`src/rtl/dbc3_ram.sv`:
```
// ----------------------------------------------------------------------------
// dbc3_ram: generic single-port-write, single-port-read RAM
// One write and one registered read per cycle; a read of the address being
// written in the same cycle returns the old contents.
// ----------------------------------------------------------------------------
module dbc3_ram #(
   parameter int WIDTH = 8,
   parameter int DEPTH = 256,
   localparam int AW   = (DEPTH > 1) ? $clog2(DEPTH) : 1
) (
   input  logic             clock,
   input  logic             wr_en,
   input  logic [AW-1:0]    wr_addr,
   input  logic [WIDTH-1:0] wr_data,
   input  logic             rd_en,
   input  logic [AW-1:0]    rd_addr,
   output logic [WIDTH-1:0] rd_data
);

   logic [WIDTH-1:0] mem_ff [DEPTH];
   logic [WIDTH-1:0] rd_data_ff;

   always_ff @(posedge clock) begin
      if (wr_en) begin
         mem_ff[wr_addr] <= wr_data;
      end
      if (rd_en) begin
         rd_data_ff <= mem_ff[rd_addr];
      end
   end

   assign rd_data = rd_data_ff;

endmodule

```
`config.mk`:
```
export PLATFORM = sky130hd
export DESIGN_NAME = dbc3_ram
export DESIGN_NICKNAME = d
export VERILOG_FILES = /design/src/rtl/dbc3_ram.sv
export SDC_FILE = /design/constraint.sdc
export NUM_CORES = 2
export LEC_CHECK = 0
export BUFFER_PORTS_ARGS = -buffer_cell sky130_fd_sc_hd__buf_2
export CAP_MARGIN = 20
export CELL_PAD_IN_SITES_DETAIL_PLACEMENT = 0
export CELL_PAD_IN_SITES_GLOBAL_PLACEMENT = 1
export CORE_AREA = 2 2 383 461
export DETAILED_ROUTE_END_ITERATION = 10
export DIE_AREA = 0 0 385 463
export PLACE_DENSITY = 0.65
export SKIP_LAST_GASP = 1
export SYNTH_ARGS = -nofsm -noshare
export SYNTH_HDL_FRONTEND = slang
export SYNTH_SLANG_ARGS = --single-unit
```
`constraint.sdc`:
```
create_clock -name clock -period 2.59 [get_ports clock]
set_input_delay 0.518 -clock clock [delete_from_list [all_inputs] [get_ports clock]]
set_output_delay 0.518 -clock clock [all_outputs]
set_load 0.005 [all_outputs]
```
==> results.yml <==
timing:
  max_slew_margin_pct: 24.1
  timing.final.crit_share_pct: 99.8
  setup_slack_ns: 0.00524
  finalHoldViolations: 0
  max_freq_mhz: 387
  holdWs_ns: 0.118
  min_period_ns: 2.58
  slew_violations: 0
  setup_viol: 0
  clock_skew_ns: 0.0403
  worst_pin_slew_ns: 1.14
  rsz0062_at_grt: "yes"
floorplanning:
  die_x_um: 385
  die_h_um: 463
  rows: 168
  dieArea_um2: 178000
  initial_core_util_pct: 45.8
  fp.coreArea_um2: 174000
  pin_count: 35
clock_tree:
  cts_root_buf: "clkbuf_16"
  numCtsBuffers: 196
  clock_latency_ns: 0.84
  clk_pin_slew_ns: 0.06
  htreeDepth: 4
  postCtsSetupRepairBufs: 0
  cts_tree: "built"
  clockBufferDepth: 3
  cts_sinks: 2056
final_layout:
  fin_cells: 6925
  final_common_cell: "edfxtp_1"
  drive_above_1_share_pct: 33.1
  final_util_pct: 54.4
  fillers: 13247
  final_cell_mix: "edfxtp_1, buf_4, mux4_2, nor2_1, clkbuf_16"
  nNetsFinal: 4489
  area_delta_synth_final_pct: 18.7
setup_path:
  path_cells: "mux2i_1, o221ai_1, buf_4, a21oi_1, nor3_1, nor4_1, buf_4, nor4_1"
  slowest_stage: "nor3_1"
  max_stage_delay_ns: 0.87
  critPathCaptureType: "flip-flop"
  worst-path-max-fanout: 2
  cp-start-kind: "flip-flop"
  r2r_slack_ns: 0.005
  required_ns: 3.23
  arrival_ns: 3.22
  worstSetupPathType: "flip-flop to flip-flop"
synthesis:
  synth_ff_type: "edfxtp_1"
  synth-edff-count: 2056
  synth_top_area_share_pct: 77.5
  yosysSeqAreaShare_pct: 77.5
  syn_avg_cell_area_um2: 21.3
  netlist_area_um2: 79600
  async_flop_share_pct: 0
  yosys-top-cells-area: "edfxtp_1, mux4_2, mux2i_1, nor2_1, a22oi_1"
  ys_warn_count: 0
  syn_nets: 3760
  synth_seq_cells: 2056
  synth_cell_types: 54
  netlist.top_cell.by_area: "edfxtp_1"
  synthCells: 3733
route:
  viasPerCell: 5.86
  drt-initial-drc-count: 4429
  drtPass1Iterations: 6
  wl_per_cell_um: 30.2
  drc: 0
  vias: 40547
  totalWireLength_um: 209000
  ant_nets: 0
placement:
  dp_cells: 6558
  place_ws_ns: -1.14
  place_hpwl_um: 139000
  io_buffer_count: 34
  gp_congestion: 0.868
power_and_ir_drop:
  p_int_w: 0.0542
  clkPwrFrac_pct: 41.0
  vdd_ir_drop_max_uv: 710
  powerDensity_nw_per_um2: 729
  switchingPower_w: 0.0147
  switching_share_pct: 21.3
  p_leak_nw: 30.7
  power_frac_comb_pct: 5.7
  finalPower_w: 0.0689
  pwr-share-seq_pct: 53.3
global_routing:
  grt_pass1_wl_um: 299000
  overflow: 0
  grt_max_degree: 125
  grt_pass1_vias: 41189
  antenna_found_initial: 15
  grtUsageTotal_pct: 23.7
run:
  max-cap-violations: 0
status:
  outcome: "finished clean"
hold_path:
  hold_path_class: "input port to flip-flop"
[routing by layer]
layer / wire length (um) / GRT usage (%)
met1: 83800 / 32.1
met5: 68 / 0
met2: 104000 / 38.9
met4: 7510 / 8.23
met3: 13500 / 3.98
[Yosys cell counts, drive strengths merged (4+ instances only)]
master	count
edfxtp	2056
mux4	456
nor2	282
mux2i	134
a22oi	133
buf	122
clkbuf	111
a21oi	96
o221ai	47
nand3	34
nand2	33
nor2b	31
o22ai	28
nor4	27
nor3	22
a211oi	16
a221oi	14
o21ai	12
nand4	10
o211ai	10
a22o	8
nand2b	8
and2	6
a2111oi	5
o22a	5
o32ai	5
or2	4
[power groups by stage]
stage          Sequential (W)  Combinational (W)  Clock [W]
5_1_grt                0.0367            0.00417     0.0300
2_1_floorplan          0.0374            0.00178          0
4_1_cts                0.0367            0.00400     0.0287
6_report               0.0367            0.00396     0.0282
3_3_place_gp           0.0374            0.00394          0
3_5_place_dp           0.0374            0.00398          0
[flip-flops by register name, summed over array words and instances (netlist names)]
signal and count:
mem_ff 2048, rd_data 8
[worst max-delay path: cells and delay by family, from the launching register on]
kind                   cells  cell delay [ns]
AOI/OAI and AO/OA          2             0.24
buffers and inverters      2             0.36
DFF                        1             0.36
muxes                      1             0.09
and+or+nand+nor            3             1.34
[final timing paths]
kind | cells after the start | to | from
setup / recovery | 8 | rd_data[4]$_DFFE_PP_ | mem_ff[239][4]$_DFFE_PP_
hold / removal | 1 | rd_data[1]$_DFFE_PP_ | rd_en
setup reg to reg | 8 | rd_data[4]$_DFFE_PP_ | mem_ff[239][4]$_DFFE_PP_
hold reg to reg | 6 | rd_data[7]$_DFFE_PP_ | mem_ff[98][7]$_DFFE_PP_
[stage by stage]
step / area (um^2) / setup TNS (ns)
2_1_floorplan: 79600 / 0
3_3_place_gp: 88200 / -7.01
3_5_place_dp: 88200 / -7.02
4_1_cts: 94500 / -0.0915
5_1_grt: 94500 / -0.0727
6_report: 94500 / 0
[area by class of cell]
type,instances,area [um^2],area share (%)
Antenna cell,4,10.0,0.0106
Clock buffer,246,5200,5.50
Clock inverter,116,1080,1.14
Inverter,2,7.51,0.00794
Multi-Input combinational cell,1442,16600,17.5
Sequential cell,2056,61700,65.3
Tap cell,2295,2870,3.04
Timing Repair Buffer,764,7050,7.46
[cells by family (layout without fill, tap and decap cells)]
group           after synthesis  count (layout)  share of synthesized area (%)
flops                      2056            2056                           77.5
mux                         591             591                           14.6
simple gates                466             466                           2.63
compound gates              385             385                           3.42
buf+inv                     235            1128                           1.83
other cells                   0               4                              0
[repair_timing]
item / in CTS / in global routing
gates resized for setup: 7 / 7
endpoints found under the hold margin: 12 / 0
endpoints found under the setup margin: 5 / 5
hold buffers: 1 / 0
pin swaps: 0 / 0
No activity file was read; power rests on OpenSTA's default activity.
